`src/hw/rtl/calendar_field_adjust_unit_defines.svh`:
```
// ----------------------------------------------------------------------------
// Calendar field adjust assertion macros
// Shared concurrent assertion forms for the calendar field adjust RTL.
// ----------------------------------------------------------------------------
`ifndef CALENDAR_FIELD_ADJUST_UNIT_DEFINES_SVH
`define CALENDAR_FIELD_ADJUST_UNIT_DEFINES_SVH

// Same-cycle implication, disabled in reset.
`define CFA_ASSERT_SAME(label, ante, cons, msg) \
  label: assert property (@(posedge clk) disable iff (!rst_n) (ante) |-> (cons)) \
    else $error(msg);

// Next-cycle implication, disabled in reset.
`define CFA_ASSERT_NEXT(label, ante, cons, msg) \
  label: assert property (@(posedge clk) disable iff (!rst_n) (ante) |=> (cons)) \
    else $error(msg);

`endif

```
`src/hw/rtl/cfa_pkg.sv`:
```
// ----------------------------------------------------------------------------
// Calendar field adjust package
// Field types, operation and select codes, range limits.
// ----------------------------------------------------------------------------
package cfa_pkg;

  localparam int unsigned FIELD_W = 7;

  typedef logic [FIELD_W-1:0] field_t;
  // Candidate value after a move by one: -1 .. 128
  typedef logic signed [8:0] cand_t;
  typedef logic [4:0] mlen_t;

  typedef struct packed {
    field_t year;
    field_t month;
    field_t day_of_month;
    field_t hour;
    field_t minute;
    field_t second;
    field_t weekday;
  } fields_t;

  typedef enum logic [1:0] {
    OP_INC  = 2'd0,
    OP_DEC  = 2'd1,
    OP_LOAD = 2'd2,
    OP_NONE = 2'd3
  } op_t;

  typedef enum logic [2:0] {
    SEL_YEAR    = 3'd0,
    SEL_MONTH   = 3'd1,
    SEL_DAY     = 3'd2,
    SEL_HOUR    = 3'd3,
    SEL_MINUTE  = 3'd4,
    SEL_SECOND  = 3'd5,
    SEL_WEEKDAY = 3'd6,
    SEL_NONE    = 3'd7
  } sel_t;

  localparam field_t MONTH_JAN = 7'd1;
  localparam field_t MONTH_FEB = 7'd2;
  localparam field_t MONTH_APR = 7'd4;
  localparam field_t MONTH_JUN = 7'd6;
  localparam field_t MONTH_SEP = 7'd9;
  localparam field_t MONTH_NOV = 7'd11;
  localparam field_t MONTH_DEC = 7'd12;

  localparam mlen_t LEN_UNKNOWN = 5'd0;
  localparam mlen_t LEN_FEB     = 5'd28;
  localparam mlen_t LEN_FEB_LEAP = 5'd29;
  localparam mlen_t LEN_SHORT   = 5'd30;
  localparam mlen_t LEN_LONG    = 5'd31;

  localparam cand_t DAY_MIN     = 9'sd1;
  localparam cand_t DAY_RAW_MIN = 9'sd0;
  localparam cand_t DAY_RAW_MAX = 9'sd99;

  function automatic cand_t range_lo(sel_t sel);
    cand_t lo;
    unique case (sel)
      SEL_MONTH, SEL_DAY: lo = 9'sd1;
      default:            lo = 9'sd0;
    endcase
    return lo;
  endfunction

  function automatic cand_t range_hi(sel_t sel);
    cand_t hi;
    unique case (sel)
      SEL_YEAR:               hi = 9'sd99;
      SEL_MONTH:              hi = 9'sd12;
      SEL_DAY:                hi = 9'sd31;
      SEL_HOUR:               hi = 9'sd23;
      SEL_MINUTE, SEL_SECOND: hi = 9'sd59;
      SEL_WEEKDAY:            hi = 9'sd6;
      default:                hi = 9'sd0;
    endcase
    return hi;
  endfunction

endpackage

```
`src/hw/rtl/cfa_day_check.sv`:
```
// ----------------------------------------------------------------------------
// Calendar day check
// Fits a candidate day to the month length, or clamps it for unknown months.
// ----------------------------------------------------------------------------
module cfa_day_check (
  input  cfa_pkg::field_t year,
  input  cfa_pkg::field_t month,
  input  cfa_pkg::cand_t  cand,
  output cfa_pkg::field_t day
);
  import cfa_pkg::*;

  mlen_t len;
  cand_t len_s;
  cand_t fixed;

  always_comb begin
    priority if (month == MONTH_FEB) begin
      len = (year[1:0] == 2'b00) ? LEN_FEB_LEAP : LEN_FEB;
    end else if (month == MONTH_APR || month == MONTH_JUN ||
                 month == MONTH_SEP || month == MONTH_NOV) begin
      len = LEN_SHORT;
    end else if (month >= MONTH_JAN && month <= MONTH_DEC) begin
      len = LEN_LONG;
    end else begin
      len = LEN_UNKNOWN;
    end
  end

  assign len_s = $signed({4'b0000, len});

  always_comb begin
    fixed = cand;
    if (len == LEN_UNKNOWN) begin
      // clamp only
      if (cand < DAY_RAW_MIN) fixed = DAY_RAW_MIN;
      if (cand > DAY_RAW_MAX) fixed = DAY_RAW_MAX;
    end else begin
      priority if (cand > len_s) fixed = DAY_MIN;
      else if (cand < DAY_MIN)   fixed = len_s;
      else                       fixed = cand;
    end
  end

  assign day = fixed[FIELD_W-1:0];

endmodule

```
`src/hw/rtl/cfa_field_step.sv`:
```
// ----------------------------------------------------------------------------
// Calendar field step
// Next field state for one item: move-and-wrap, raw load, day check.
// ----------------------------------------------------------------------------
module cfa_field_step (
  input  cfa_pkg::fields_t cur,
  input  logic [1:0]       operation,
  input  logic [2:0]       field_select,
  input  cfa_pkg::field_t  load_value,
  output cfa_pkg::fields_t nxt
);
  import cfa_pkg::*;

  op_t    op;
  sel_t   sel;
  field_t cur_val;
  cand_t  cand;
  cand_t  lo;
  cand_t  hi;
  cand_t  wrapped;
  field_t wrap_val;
  field_t dc_year;
  field_t dc_month;
  cand_t  dc_cand;
  field_t dc_day;
  field_t wr_val;
  logic   wr_en;

  assign op  = op_t'(operation);
  assign sel = sel_t'(field_select);

  always_comb begin
    unique case (sel)
      SEL_YEAR:    cur_val = cur.year;
      SEL_MONTH:   cur_val = cur.month;
      SEL_DAY:     cur_val = cur.day_of_month;
      SEL_HOUR:    cur_val = cur.hour;
      SEL_MINUTE:  cur_val = cur.minute;
      SEL_SECOND:  cur_val = cur.second;
      SEL_WEEKDAY: cur_val = cur.weekday;
      default:     cur_val = '0;
    endcase
  end

  assign cand = $signed({2'b00, cur_val}) + ((op == OP_INC) ? 9'sd1 : -9'sd1);
  assign lo   = range_lo(sel);
  assign hi   = range_hi(sel);

  always_comb begin
    priority if (cand > hi) wrapped = lo;
    else if (cand < lo)     wrapped = hi;
    else                    wrapped = cand;
  end
  assign wrap_val = wrapped[FIELD_W-1:0];

  // The day check sees the year and month as they stand after this step.
  assign dc_year  = (sel == SEL_YEAR)  ? wrap_val : cur.year;
  assign dc_month = (sel == SEL_MONTH) ? wrap_val : cur.month;
  assign dc_cand  = (sel == SEL_DAY)   ? cand : $signed({2'b00, cur.day_of_month});

  cfa_day_check u_day_check (
    .year  (dc_year),
    .month (dc_month),
    .cand  (dc_cand),
    .day   (dc_day)
  );

  always_comb begin
    unique case (op)
      OP_LOAD: begin
        wr_en  = 1'b1;
        wr_val = load_value;
      end
      OP_INC, OP_DEC: begin
        wr_en  = 1'b1;
        wr_val = (sel == SEL_DAY) ? dc_day : wrap_val;
      end
      default: begin
        wr_en  = 1'b0;
        wr_val = load_value;
      end
    endcase
  end

  always_comb begin
    nxt = cur;
    if (wr_en) begin
      unique case (sel)
        SEL_YEAR:    nxt.year         = wr_val;
        SEL_MONTH:   nxt.month        = wr_val;
        SEL_DAY:     nxt.day_of_month = wr_val;
        SEL_HOUR:    nxt.hour         = wr_val;
        SEL_MINUTE:  nxt.minute       = wr_val;
        SEL_SECOND:  nxt.second       = wr_val;
        SEL_WEEKDAY: nxt.weekday      = wr_val;
        default:     nxt              = cur;
      endcase
      if (op != OP_LOAD && (sel == SEL_YEAR || sel == SEL_MONTH)) begin
        nxt.day_of_month = dc_day;
      end
    end
  end

endmodule

```
`src/hw/rtl/calendar_field_adjust_unit.sv`:
```
// A result item is valid the cycle after its input item is accepted.
// Throughput: one item per cycle unless a pending result is not taken; the field
// state register closes the loop from one item to the next within that cycle.
// in_ready stays high while the result register is empty or being drained.
// Reset (rst_n low, synchronous): all seven fields clear to zero and no
// result is pending.
// ----------------------------------------------------------------------------
// Calendar field adjust unit
// Seven-field date-time register file with increment, decrement and load.
// ----------------------------------------------------------------------------
module calendar_field_adjust_unit (
  input  logic       clk,
  input  logic       rst_n,
  input  logic       in_valid,
  output logic       in_ready,
  input  logic [1:0] in_operation,
  input  logic [2:0] in_field_select,
  input  logic [6:0] in_load_value,
  output logic       out_valid,
  input  logic       out_ready,
  output logic [6:0] out_year,
  output logic [6:0] out_month,
  output logic [6:0] out_day_of_month,
  output logic [6:0] out_hour,
  output logic [6:0] out_minute,
  output logic [6:0] out_second,
  output logic [6:0] out_weekday
);
  import cfa_pkg::*;
  `include "calendar_field_adjust_unit_defines.svh"

  // Field state, updated the moment an item is accepted.
  fields_t fields_r;
  fields_t fields_nxt;
  // Result register: snapshot of the state after the accepted item.
  fields_t out_r;
  logic    out_valid_r;
  logic    accept;

  // Take a new item whenever the result register frees up this cycle.
  assign in_ready = !out_valid_r || out_ready;
  assign accept   = in_valid && in_ready;

  cfa_field_step u_field_step (
    .cur          (fields_r),
    .operation    (in_operation),
    .field_select (in_field_select),
    .load_value   (in_load_value),
    .nxt          (fields_nxt)
  );

  // Advance the field state on every accepted item.
  always_ff @(posedge clk) begin
    if (!rst_n) begin
      fields_r <= '0;
    end else if (accept) begin
      fields_r <= fields_nxt;
    end
  end

  // Hold the result until the downstream side takes it.
  always_ff @(posedge clk) begin
    if (!rst_n) begin
      out_valid_r <= 1'b0;
    end else if (accept) begin
      out_valid_r <= 1'b1;
    end else if (out_ready) begin
      out_valid_r <= 1'b0;
    end
  end

  // Payload needs no reset; load it with the new state.
  always_ff @(posedge clk) begin
    if (accept) begin
      out_r <= fields_nxt;
    end
  end

  assign out_valid        = out_valid_r;
  assign out_year         = out_r.year;
  assign out_month        = out_r.month;
  assign out_day_of_month = out_r.day_of_month;
  assign out_hour         = out_r.hour;
  assign out_minute       = out_r.minute;
  assign out_second       = out_r.second;
  assign out_weekday      = out_r.weekday;

  // An accepted item always leaves a pending result.
  `CFA_ASSERT_NEXT(a_accept_gives_result, accept, out_valid_r, "accepted item lost its result")
  // The result right after an accept mirrors the new field state.
  `CFA_ASSERT_NEXT(a_result_matches_state, accept, out_r == fields_r, "result differs from state")
  // An ignored field select leaves all fields alone.
  `CFA_ASSERT_NEXT(a_ignored_select_stable, accept && in_field_select == SEL_NONE, fields_r == $past(fields_r), "ignored select changed state")
  // Back-pressure only comes from a pending result that is not taken.
  `CFA_ASSERT_SAME(a_ready_only_when_free, !in_ready, out_valid_r && !out_ready, "in_ready dropped without stall")

endmodule
```
`config.mk`:
```
export PLATFORM = sky130hd
export DESIGN_NAME = calendar_field_adjust_unit
export DESIGN_NICKNAME = d
export VERILOG_FILES = /design/src/hw/rtl/cfa_pkg.sv /design/src/hw/rtl/cfa_day_check.sv /design/src/hw/rtl/cfa_field_step.sv /design/src/hw/rtl/calendar_field_adjust_unit.sv
export VERILOG_INCLUDE_DIRS = /design/src /design/src/hw/rtl
export SDC_FILE = /design/constraint.sdc
export NUM_CORES = 1
export LEC_CHECK = 0
export BUFFER_PORTS_ARGS = -buffer_cell sky130_fd_sc_hd__clkbuf_2
export CORE_MARGIN = 4
export CORE_UTILIZATION = 45
export DETAILED_ROUTE_END_ITERATION = 16
export PLACE_DENSITY = 0.64
export SETUP_SLACK_MARGIN = 0.2
export SLEW_MARGIN = 20
export SYNTH_ARGS = -nofsm -noshare
export SYNTH_HDL_FRONTEND = slang
export SYNTH_SLANG_ARGS = --single-unit
```
`constraint.sdc`:
```
create_clock -name clk -period 15.7 [get_ports clk]
set_input_delay 3.14 -clock clk [delete_from_list [all_inputs] [get_ports clk]]
set_output_delay 3.14 -clock clk [all_outputs]
set_load 0.01 [all_outputs]
```
## Word-level counts from Yosys, hierarchy flattened

Index checks and enable logic that the tools add are counted.

- $add $sub $neg: 1
- Multipliers: 0
- Div/mod/pow operators: 0
- Magnitude comparators: 8
- Equal/unequal tests: 14
- Shifts and indexed selects: 0
- Multiplexer cells: 32
- Bitwise logic cells: 0
- Reduce and logical (&&, ||, !) cells: 18

Operators with widths:

| cell | number |
|---|---|
| $mux 7 | 18 |
| $mux 49 | 1 |
| $pmux 7 s7 | 1 |
| $pmux 7 s6 | 1 |
| $mux 9 | 2 |
| $mux 5 | 3 |
| $eq 7x3->1 const B | 2 |
| $eq 7x4->1 const B | 2 |
| $add 8x9->9 | 1 |
| $eq 3x3->1 const B | 3 |
| $gt 9x6->1 | 1 |
| $gt 9x8->1 | 1 |
| $gt 9x8->1 const B | 1 |
| $lt 9x1->1 const B | 1 |
| $lt 9x2->1 | 1 |
| $lt 9x2->1 const B | 1 |
| $eq 7x2->1 const B | 1 |
| $ge 7x1->1 const B | 1 |
| $le 7x4->1 const B | 1 |
| $eq 3x2->1 const B | 2 |
| $reduce_or 2->1 | 3 |
| $logic_not 5->1 | 1 |
| $logic_or 1x1->1 | 5 |
| $mux 1 | 5 |
| 11 further kinds | 14 |

- Register bits: 99
- Latch bits: 0
- Memory bits (writable): 0
- ROM bits: 0
- Bits of input ports: 16
- Output and inout port bits: 51
- Logic and storage cells: 88
- Memories: 0

## Longest topological paths before layout

Gate-level depths: netlist (run 1).

- Word-level depth: 21
- Mapped depth: 36
- Mapped depth without buffers: 32

## Cells and area by module

A second synthesis (run 1) with hierarchy kept.

- Cell total of the unflattened synthesis: 682
- Area, all modules: 6213.5 µm²

By module, submodules not included:

| module | instances | cells each | area an instance (µm²) | sequential area each (µm²) |
|---|---|---|---|---|
| calendar_field_adjust_unit | 1 | 267 | 3524.6 | 2472.4 |
| cfa_field_step | 1 | 366 | 2347.3 | 0.0 |
| cfa_day_check | 1 | 49 | 341.6 | 0.0 |

## Worst setup path before layout (run 1)

OpenSTA, ideal clock, no wires.

- Kind: input port to flip-flop
- From: input port in_field_select[2]
- To: register out_r (netlist bit out_hour[3]), data pin
- Data arrival time: 9.572 ns
- Data required time: 15.431 ns
- Setup slack: 5.859 ns
- Stages on the path: 33
- Cells stage by stage: buf_4 clkbuf_1 clkbuf_1 buf_1 mux2i_1 o21ai_0 a221o_1 fa_1 and3_1 o21a_1 o211ai_1 inv_1 ha_1 o21ai_0 o31ai_1 a41oi_1 o41a_1 o21bai_2 nor2_2 inv_2 nor2_1 ha_1 nor2b_1 o21ai_0 nand2b_1 a21oi_1 nor2b_1 o22ai_1 a21oi_1 or4_4 nand2_2 a311oi_4 o31ai_1

RTL lines:

| what | line | source |
|---|---|---|
| start: declaration | calendar_field_adjust_unit.sv:17 | `input logic [2:0] in_field_select,` |
| end signal: assignment | calendar_field_adjust_unit.sv:75 | `out_r <= fields_nxt;` |
| end: declaration | calendar_field_adjust_unit.sv:36 | `fields_t out_r;` |

==> metrics, run 1 <==
status=complete, no violations; Via density=between 6 and 7; worst vdd ir=between 0.04 and 0.05 mV; EDFF count, synth=between 40 and 50; Rows=42; post-layout min period=11.26 ns; core box area=13200 um^2; DP HPWL=~14000 um; GR Util All Layers=0.240; Fin Setup TNS=0 ns; clock sinks=99; count leader, synth=nand2_1; hold path start=fields_r[26]; Reg2Reg Launch Point=fields_r[41]; Crit. End Element=flop; Primary FF master, synth=dfxtp_1; initial antenna violation count=0; first-pass GRT wire length=~30000 um; largest net degree at the start of global routing=just under 60; DRC=0; Syn Nets=743; largest stage delay on the critical path=just under 0.9 ns; # H-tree levels=3; pre-CTS setup slack=approximately 4.3 ns; CP required=around 16 ns; slowest CP cell=a41oi_1; initial core utilization=0.461; Die Wd=between 100 and 150 um; Post-Syn Area=approximately 6000 um^2; chip height=approximately 120 um; Design Area, Final=roughly 6800 um^2; area share of the largest cell type after synthesis=0.241; Pre-Repair DR Iteration Count=7; Worst-Skew Late Latency=between 0.3 and 0.4 ns; layout cells sized above 1=0.142; synth top area cells=edfxtp_1 (24%), dfxtp_1 (16%), nand2_1 (7.4%); antenna fix cells=0; clk root buf=clkbuf_16; library cells used by synthesis=75; worst setup path category=in -> reg; via count=between 5000 and 6000; Hold Path Stages=2; Hold Crit Class=reg -> reg; placed cell area=approximately 6500 um^2; GP Congestion=between 0.9 and 1; Leak=around 2.8 nW; FMAX=88.8 MHz; critical path startpoint category=input port; total grt overflow=0; unrepaired setup endpoints after global routing=false; Yosys reg bits=approximately 100; share of synthesized registers carrying an async set or reset=0; Routed WL=18800 um; CTS resizes=0; final hold vios=0; fill count=1292; synth-to-layout area growth=11.9%; Post-CTS Hold Fix Bufs=0; fin crit share=0.717; mean routed wirelength per cell=approximately 20 um; area leader, netlist=edfxtp_1; Pins Over Slew Limit=0; CTS tree=built; Final setup viols=0; peak fanout along the critical path=35; fin nets=780; maxcap violations=0; Setup Skew=between 0.006 and 0.007 ns; hold path endpoint=fields_r[26]; Worst slew margin=0.239; I/O pin count=67; Commonest cells post-synth=nand2_1 (121), o21ai_0 (64), dfxtp_1 (50), nor2_1 (50), edfxtp_1 (49); port bufs=66; full die area=15500 um^2; reg2reg path depth=28; setup bufs post-CTS=0; part of the Yosys area used for sequential elements=0.405; flop2flop setup slack=7.72 ns; pwr/cell area=101 nW/um^2; Iter 0 DRT Violations=636; mean post-synth cell area=roughly 8.6 um^2; clk buf depth=2; Least-Margin Pin Slew=1.14 ns; post-route antenna net violation count=0; CTS buffer count=9; reg2reg end=out_month[4]; post-synthesis cell count=approximately 710; clock-pin transition on the worst setup and hold timing paths=0.07 ns; fin worst setup slack=4.44 ns; vias in the first global route=between 5000 and 6000; arrival time worst endpoint=11.32 ns; Synth warnings=0
==> critical path: cells and delay by family <==
| kind | cells | cell delay, ns |
|---|---|---|
| AOI/OAI and AO/OA | 14 | 4.63 |
| buffers and inverters | 4 | 0.92 |
| and+or+nand+nor | 8 | 1.67 |
| adders and majority gates | 3 | 0.92 |
==> cell usage in the layout, fill, tap and decap left out, types with 5 or more instances in the layout <==
cell	synthesis	routed
nand2b_1	11	11
a21boi_0	14	14
nor2_1	50	50
inv_1	22	22
o22ai_1	12	12
edfxtp_1	49	49
o211a_1	14	14
a31oi_1	9	9
nand4_1	5	5
clkbuf_16	0	10
ha_1	17	17
nor2b_1	12	12
and2_1	5	5
buf_4	1	5
o31ai_1	15	15
nor3_1	11	11
o21ai_0	64	63
o311a_1	6	6
xnor2_1	7	7
mux2i_1	19	19
or3_1	6	6
dfxtp_1	50	50
nand2_1	121	121
a22oi_1	9	9
clkbuf_2	0	66
nand3_1	11	11
a21oi_1	38	38
==> metal layers <==
layer	GRT usage	vias to the layer above	routed length, um
li1	-	2687	-
met5	0	-	0
met4	0.103	0	802
met1	0.313	2642	8060
met3	0.0532	47	1310
met2	0.384	228	8590
==> power breakdown <==
part           total [mW]  internal (mW)  switching (mW)
Combinational       0.166         0.0552           0.111
Sequential          0.293          0.286         0.00761
Clock               0.229          0.134          0.0949
==> cell families (layout without fill, tap and decap cells) <==
logic type / count (synthesis) / in the layout / share of synthesized area
AND/OR/NAND/NOR: 253 / 253 / 0.188
AO/OA/AOI/OAI: 239 / 239 / 0.273
flip-flops: 99 / 99 / 0.405
buffers and inverters: 69 / 111 / 0.0430
multiplexers: 24 / 24 / 0.0428
adder cells (fa/ha/maj): 18 / 18 / 0.0381
XOR/XNOR: 7 / 7 / 0.0100
==> registers in the layout, summed over array words and instances (netlist names) <==
register,cells
out_hour,7
out_second,7
out_day_of_month,7
out_minute,7
out_year,7
out_month,7
out_valid,1
out_weekday,7
fields_r,49
==> area by class of cell <==
cell class / count / area [um^2] / area share
clock buffer: 12 / 258 / 0.0377
sequential: 99 / 2470 / 0.362
inverter: 24 / 90.1 / 0.0132
multi-input combinational: 541 / 3370 / 0.493
clock inverter: 4 / 55.1 / 0.00806
timing repair buffer: 71 / 368 / 0.0538
tap: 176 / 220 / 0.0322
==> metrics by stage <==
step,instances,util,hold slack [ns],total power [mW]
after floorplan,709,-,0.454,0.412
after global placement,911,0.492,0.481,0.462
after detailed placement,911,0.492,0.488,0.462
after CTS,927,0.516,0.497,0.689
after global routing,927,0.516,0.519,0.722
final,927,0.516,0.499,0.688
==> worst max-delay path by stage <==
stage	slack [ns]	from	cells after the start	end
floorplan	5.86	in_field_select[2]	33	out_hour[3]
global placement	4.43	in_field_select[1]	28	out_minute[4]
detailed placement	4.32	in_field_select[2]	29	out_month[4]
CTS	4.65	in_field_select[2]	29	out_month[4]
global route	3.89	in_field_select[2]	29	out_month[4]
finish	4.44	in_field_select[2]	29	out_month[4]
No activity file was read; power rests on OpenSTA's default activity.
==> run 2, diff against run 1 <==
Clock period 15.7 ns to 10.9 ns, I/O delays scaled along.
==> run 2 against run 1 <==
Against the previous run: sequential power rose by 44%; die area unchanged; wire length is 0.27% higher; sequential share of layout area down 0.073 points; combinational power increased by 44%; non-clock buffer count grew 2; worst setup slack worse by 3.2 ns; via count rose by 0.25%; critical path depth rose by 4; first-iteration DRC count up 16%; cell count increased by 0.22%; count of clock-buffer cells in the layout fell by 2; critical path type unchanged; largest power group unchanged.
==> metrics, run 2 (synthesis results as in run 1) <==
status=complete, no violations (unchanged); Leak=2.77 nW (was 2.76 nW); fin crit share=0.883; I/O pin count=67 (unchanged); Reg2Reg Launch Point=fields_r[37] (was fields_r[41]); initial core utilization=0.461 (unchanged); Finished Layout Cells=929 (was 927); vias in the first global route=5231 (was 5117); hold path endpoint=fields_r[15] (was fields_r[26]); CP required=10.97 ns (was 15.76 ns); Post-CTS Hold Fix Bufs=0 (unchanged); number of flip-flops in the largest register=49 (unchanged); full die area=15500 um^2 (unchanged); CTS tree=built (unchanged); antenna fix cells=0 (unchanged); most frequent cells in the layout=nand2_1 (121), clkbuf_2 (66), o21ai_0 (64), nor2_1 (50), dfxtp_1 (50) (was nand2_1 (121), clkbuf_2 (66), o21ai_0 (63), nor2_1 (50), dfxtp_1 (50)); Crit. End Element=flop (unchanged); CTS resizes=0 (unchanged); layout cells sized above 1=0.147 (was 0.142); Fin Setup TNS=0 ns (unchanged); clock sinks=99 (unchanged); pre-CTS setup slack=1.04 ns (was 4.32 ns); DP HPWL=14200 um (was 14400 um); Worst-Skew Late Latency=0.36 ns (was 0.35 ns); Final setup viols=0 (unchanged); # H-tree levels=3 (unchanged); DRC=0 (unchanged); setup bufs post-CTS=0 (unchanged); CP most frequent cell=nor2b_1; Worst slew margin=0.248 (was 0.239); arrival time worst endpoint=9.70 ns (was 11.32 ns); GP Congestion=0.938 (was 0.967); fin util=0.517 (was 0.516); via count=5618 (was 5604); core box area=13200 um^2 (unchanged); port bufs=66 (unchanged); Setup Skew=0.0112 ns (was 0.00678 ns); crit path buf inv count=5 (was 4); hold path start=fields_r[15] (was fields_r[26]); reg2reg path depth=33 (was 28); chip height=124 um (unchanged); largest stage delay on the critical path=0.63 ns (was 0.88 ns); mean routed wirelength per cell=20.2 um (about the same); first-pass GRT wire length=29500 um (was 29400 um); post-route antenna net violation count=0 (unchanged); initial antenna violation count=0 (unchanged); FMAX=approximately 100 MHz; critical path startpoint category=input port (unchanged); Via density=6.05 (about the same); Top reg by flops=fields_r (unchanged); Pins Over Slew Limit=0 (unchanged); Pre-Repair DR Iteration Count=6 (was 7); clk root buf=clkbuf_16 (unchanged); Routed WL=18800 um (about the same); peak fanout along the critical path=32 (was 35); synth-to-layout area growth=12.2% (was 11.9%); largest net degree at the start of global routing=58 (unchanged); Least-Margin Pin Slew=1.13 ns (was 1.14 ns); Hold Crit Class=reg -> reg (unchanged); fin worst setup slack=1.28 ns (was 4.44 ns); worst setup path category=in -> reg (unchanged); commonest non-fill, non-tap cell in the layout=nand2_1 (unchanged); flop2flop setup slack=3.51 ns (was 7.72 ns); CTS buffer count=9 (unchanged); total grt overflow=0 (unchanged); Iter 0 DRT Violations=738 (was 636); final hold vios=0 (unchanged); reg2reg end=out_year[3] (was out_month[4]); worst vdd ir=0.0645 mV (was 0.0477 mV); fin nets=782 (was 780); slowest CP cell=nor2b_1 (was a41oi_1); unrepaired setup endpoints after global routing=false (unchanged); Die Wd=124 um (unchanged); Rows=42 (unchanged); fill count=1268 (was 1292); placed cell area=6540 um^2 (was 6520 um^2); Placed Cells=913 (was 911); Hold Path Stages=2 (unchanged); Top delay family on crit path=compound AO/OA/AOI/OAI gates (unchanged); GR Util All Layers=0.238 (was 0.240); Design Area, Final=6850 um^2 (was 6830 um^2); clk buf depth=2 (unchanged); pwr/cell area=145 nW/um^2 (was 101 nW/um^2); clock-pin transition on the worst setup and hold timing paths=0.07 ns (about the same); maxcap violations=0 (unchanged); post-layout min period=between 9 and 10 ns
[run 2: cell count changes in the layout (fill, tap and decap cells not counted), sizes merged]
cell,change
buf,+2
inv,+1
clkbuf,-2
clkinvlp,+2
clkinv,-1
[run 2: per-layer routing]
metal | GRT usage | vias to the layer above | share of wire
li1 | - | 2699 | -
met1 | 0.323 | 2650 | 0.44
met2 | 0.381 | 228 | 0.47
met3 | 0.0442 | 41 | 0.062
met4 | 0.0838 | 0 | 0.029
met5 | 0 | - | 0
[run 2: final cells by class]
cell class / instances / area, um^2 / area share
multi-input combinational: 541 / 3370 / 0.492
sequential: 99 / 2470 / 0.361
timing repair buffer: 73 / 383 / 0.0559
clock buffer: 10 / 239 / 0.0349
tap: 176 / 220 / 0.0322
inverter: 24 / 90.1 / 0.0132
clock inverter: 6 / 72.6 / 0.0106
[run 2: worst reg2reg max path: cells and delay by family, from the launching register on]
family                   cells  cell delay, ns
AND/OR/NAND/NOR             10            1.25
buffers and inverters        2            0.43
XOR/XNOR                     1            0.68
flip-flops                   1            0.37
multiplexers                 1            0.16
AO/OA/AOI/OAI               16            3.31
adder cells (fa/ha/maj)      3            0.94
[run 2: worst max-delay path by stage]
| stage | startpoint | to | slack [ns] | cells after the start |
|---|---|---|---|---|
| 3_3_place_gp | in_field_select[1] | out_month[3] | 1.15 | 33 |
| 4_1_cts | in_field_select[1] | out_year[3] | 1.41 | 33 |
| 2_1_floorplan | in_field_select[2] | out_hour[3] | 2.02 | 33 |
| 5_1_grt | in_field_select[1] | out_month[3] | 0.77 | 33 |
| 3_5_place_dp | in_field_select[1] | out_year[3] | 1.04 | 33 |
| 6_report | in_field_select[1] | out_year[3] | 1.28 | 33 |
[run 2: report_power, final]
| group | switching, mW | internal, mW | total [mW] |
|---|---|---|---|
| logic | 0.158 | 0.0810 | 0.239 |
| clock network | 0.145 | 0.187 | 0.331 |
| registers | 0.0108 | 0.411 | 0.422 |
[run 2: through the flow]
stage                     hold WS, ns  power, mW
after global placement          0.470      0.665
after floorplan                 0.454      0.594
after global routing            0.534       1.04
final                           0.499      0.992
after detailed placement        0.488      0.665
after CTS                       0.497      0.993
==> run 3, diff against run 2 <==
Settings changed: ABC_CLOCK_PERIOD_IN_PS from default to 10300.
Clock period 10.9 ns to 10.3 ns, I/O delays scaled along.
==> run 3 against run 2 <==
Against the previous run: core utilization is 0.10 points lower; die area stayed put; global-route usage is 0.75 points higher; flip-flop and latch count stayed put; power is 3.6% higher; worst setup slack worse by 0.35 ns; design area is 0.20% lower; clock power is 2% lower; non-clock buffer count is 1 higher; sequential share of layout area is 0.073 points higher; largest cell class unchanged; largest power group unchanged.
==> metrics, run 3 (synthesis results as in run 1) <==
switching share of power=0.329 (was 0.316); Hold Crit Class=reg -> reg (unchanged); fin nets=783 (was 782); reg2reg end=out_year[3] (unchanged); setup bufs post-CTS=0 (unchanged); Post-CTS Hold Fix Bufs=0 (unchanged); fin util=0.516 (was 0.517); # H-tree levels=3 (unchanged); Tot Pwr=1.03 mW (was 0.992 mW); post-route antenna net violation count=0 (unchanged); Pre-Repair DR Iteration Count=5 (was 6); Die Wd=124 um (unchanged); Worst-Skew Late Latency=0.35 ns (was 0.36 ns); clock-pin transition on the worst setup and hold timing paths=0.08 ns (was 0.07 ns); clock share of power=0.317 (was 0.334); final hold vios=0 (unchanged); Final setup viols=0 (unchanged); arrival time worst endpoint=9.44 ns (was 9.70 ns); GP Congestion=0.941 (was 0.938); largest net degree at the start of global routing=58 (unchanged); antenna fix cells=0 (unchanged); clock sinks=99 (unchanged); clk buf depth=2 (unchanged); start point of the critical path=in_field_select[0] (was in_field_select[1]); via count=5687 (was 5618); peak fanout along the critical path=25 (was 32); layout cells sized above 1=0.151 (was 0.147); Pins Over Slew Limit=0 (unchanged); I/O pin count=67 (unchanged); fin crit share=0.910; vias in the first global route=5392 (was 5231); Hold Path Stages=2 (unchanged); initial core utilization=0.461 (unchanged); commonest non-fill, non-tap cell in the layout=nand2_1 (unchanged); clk root buf=clkbuf_16 (unchanged); largest stage delay on the critical path=0.71 ns (was 0.63 ns); core box area=13200 um^2 (unchanged); maxcap violations=0 (unchanged); CP required=10.37 ns (was 10.97 ns); met1 Use GR=0.327 (was 0.323); Routed WL=19100 um (was 18800 um); chip height=124 um (unchanged); CTS buffer count=9 (unchanged); pwr/cell area=150 nW/um^2 (was 145 nW/um^2); worst setup path category=in -> reg (unchanged); Reg power frac=0.435 (was 0.425); initial antenna violation count=0 (unchanged); post-layout min period=about 9.4 ns; Least-Margin Pin Slew=1.09 ns (was 1.13 ns); Top reg by flops=fields_r (unchanged); Hold Slack=0.498 ns (was 0.499 ns); global route hottest layer=met2 (unchanged); Comb power frac=0.248 (was 0.241); Setup Skew=0.0112 ns (about the same); first-pass GRT wire length=30400 um (was 29500 um); unrepaired setup endpoints after global routing=false (unchanged); DP HPWL=14400 um (was 14200 um); Crit. End Element=flop (unchanged); slowest CP cell=xnor2_1 (was nor2b_1); Design Area, Final=6830 um^2 (was 6850 um^2); sw power=0.339 mW (was 0.313 mW); placed cell area=6540 um^2 (about the same); critical path startpoint category=input port (unchanged); mean routed wirelength per cell=20.5 um (was 20.2 um); Rows=42 (unchanged); hold path endpoint=fields_r[26] (was fields_r[15]); worst vdd ir=0.0704 mV (was 0.0645 mV); hold path start=fields_r[26] (was fields_r[15]); full die area=15500 um^2 (unchanged); met3 Use GR=0.0506 (was 0.0442); Reg2Reg Launch Point=fields_r[37] (unchanged); met2 GRT Util=0.379 (was 0.381); Worst slew margin=0.272 (was 0.248); CTS tree=built (unchanged); reg2reg path depth=32 (was 33); status=complete, no violations (unchanged); Fin Setup TNS=0 ns (unchanged); flop2flop setup slack=2.89 ns (was 3.51 ns); DRC=0 (unchanged); port bufs=66 (unchanged); GR Util All Layers=0.245 (was 0.238); synth-to-layout area growth=11.9% (was 12.2%); Power Internal=0.689 mW (was 0.679 mW); Leak=2.78 nW (was 2.77 nW); Iter 0 DRT Violations=697 (was 738); Via density=6.12 (was 6.05); FMAX=107 MHz; total grt overflow=0 (unchanged); most frequent cells in the layout=nand2_1 (121), clkbuf_2 (66), o21ai_0 (64), nor2_1 (50), dfxtp_1 (50) (unchanged); number of flip-flops in the largest register=49 (unchanged)
==> run 3: changes by cell type in the layout (fill, tap and decap cells not counted), sizes merged <==
cell / delta
clkinv: +3
clkinvlp: -3
inv: +2
buf: +1
bufinv: -1
clkbuf: -1
==> run 3: timing repair <==
item                                   4_1_cts  5_1_grt
setup endpoints to repair                    0        6
endpoints found under the hold margin        0        0
resized for setup                            0        2
==> run 3: power by group through the flow <==
stage,combinational (mW),sequential (mW),clock [mW]
global route,0.279,0.449,0.349
CTS,0.250,0.447,0.333
global placement,0.249,0.455,0
finish,0.255,0.447,0.326
detailed placement,0.250,0.456,0
floorplan,0.169,0.459,0
==> run 3: worst max path at each step <==
stage / slack (ns) / end / cells past startpoint
2_1_floorplan: 1.54 / out_hour[3] / 33
3_3_place_gp: 0.70 / out_year[3] / 33
3_5_place_dp: 0.56 / out_year[3] / 32
4_1_cts: 0.93 / out_year[3] / 32
5_1_grt: 0.21 / out_year[3] / 31
6_report: 0.93 / out_year[3] / 32
==> run 3: worst max-delay path, delay by kind of cell <==
family | cells | cell delay (ns)
AOI/OAI and AO/OA | 15 | 3.52
and+or+nand+nor | 10 | 1.50
xor gates and xnor gates | 1 | 0.71
buffers and inverters | 3 | 0.79
adders and majority gates | 3 | 0.84
==> run 3: stage by stage <==
stage               setup slack [ns]  std cells
floorplan                       1.54        709
global placement               0.705        914
detailed placement             0.556        914
CTS                            0.932        930
global route                   0.207        930
finish                         0.931        930
==> run 3: metal layers <==
metal  wire [um]  vias up  part of all wire
met5           0        -                 0
met3        1310       49             0.069
met2        8660      253              0.45
met1        8310     2688              0.44
li1            -     2697                 -
met4         778        0             0.041
==> run 3: final cells by class <==
class | count | area, um^2
inverters | 24 | 90.1
well taps | 176 | 220
clock inverters | 7 | 56.3
fillers | 1273 | 6410
clock buffers | 9 | 225
repair buffers | 74 | 390
multi-input cells | 541 | 3380
flip-flops and latches | 99 | 2470
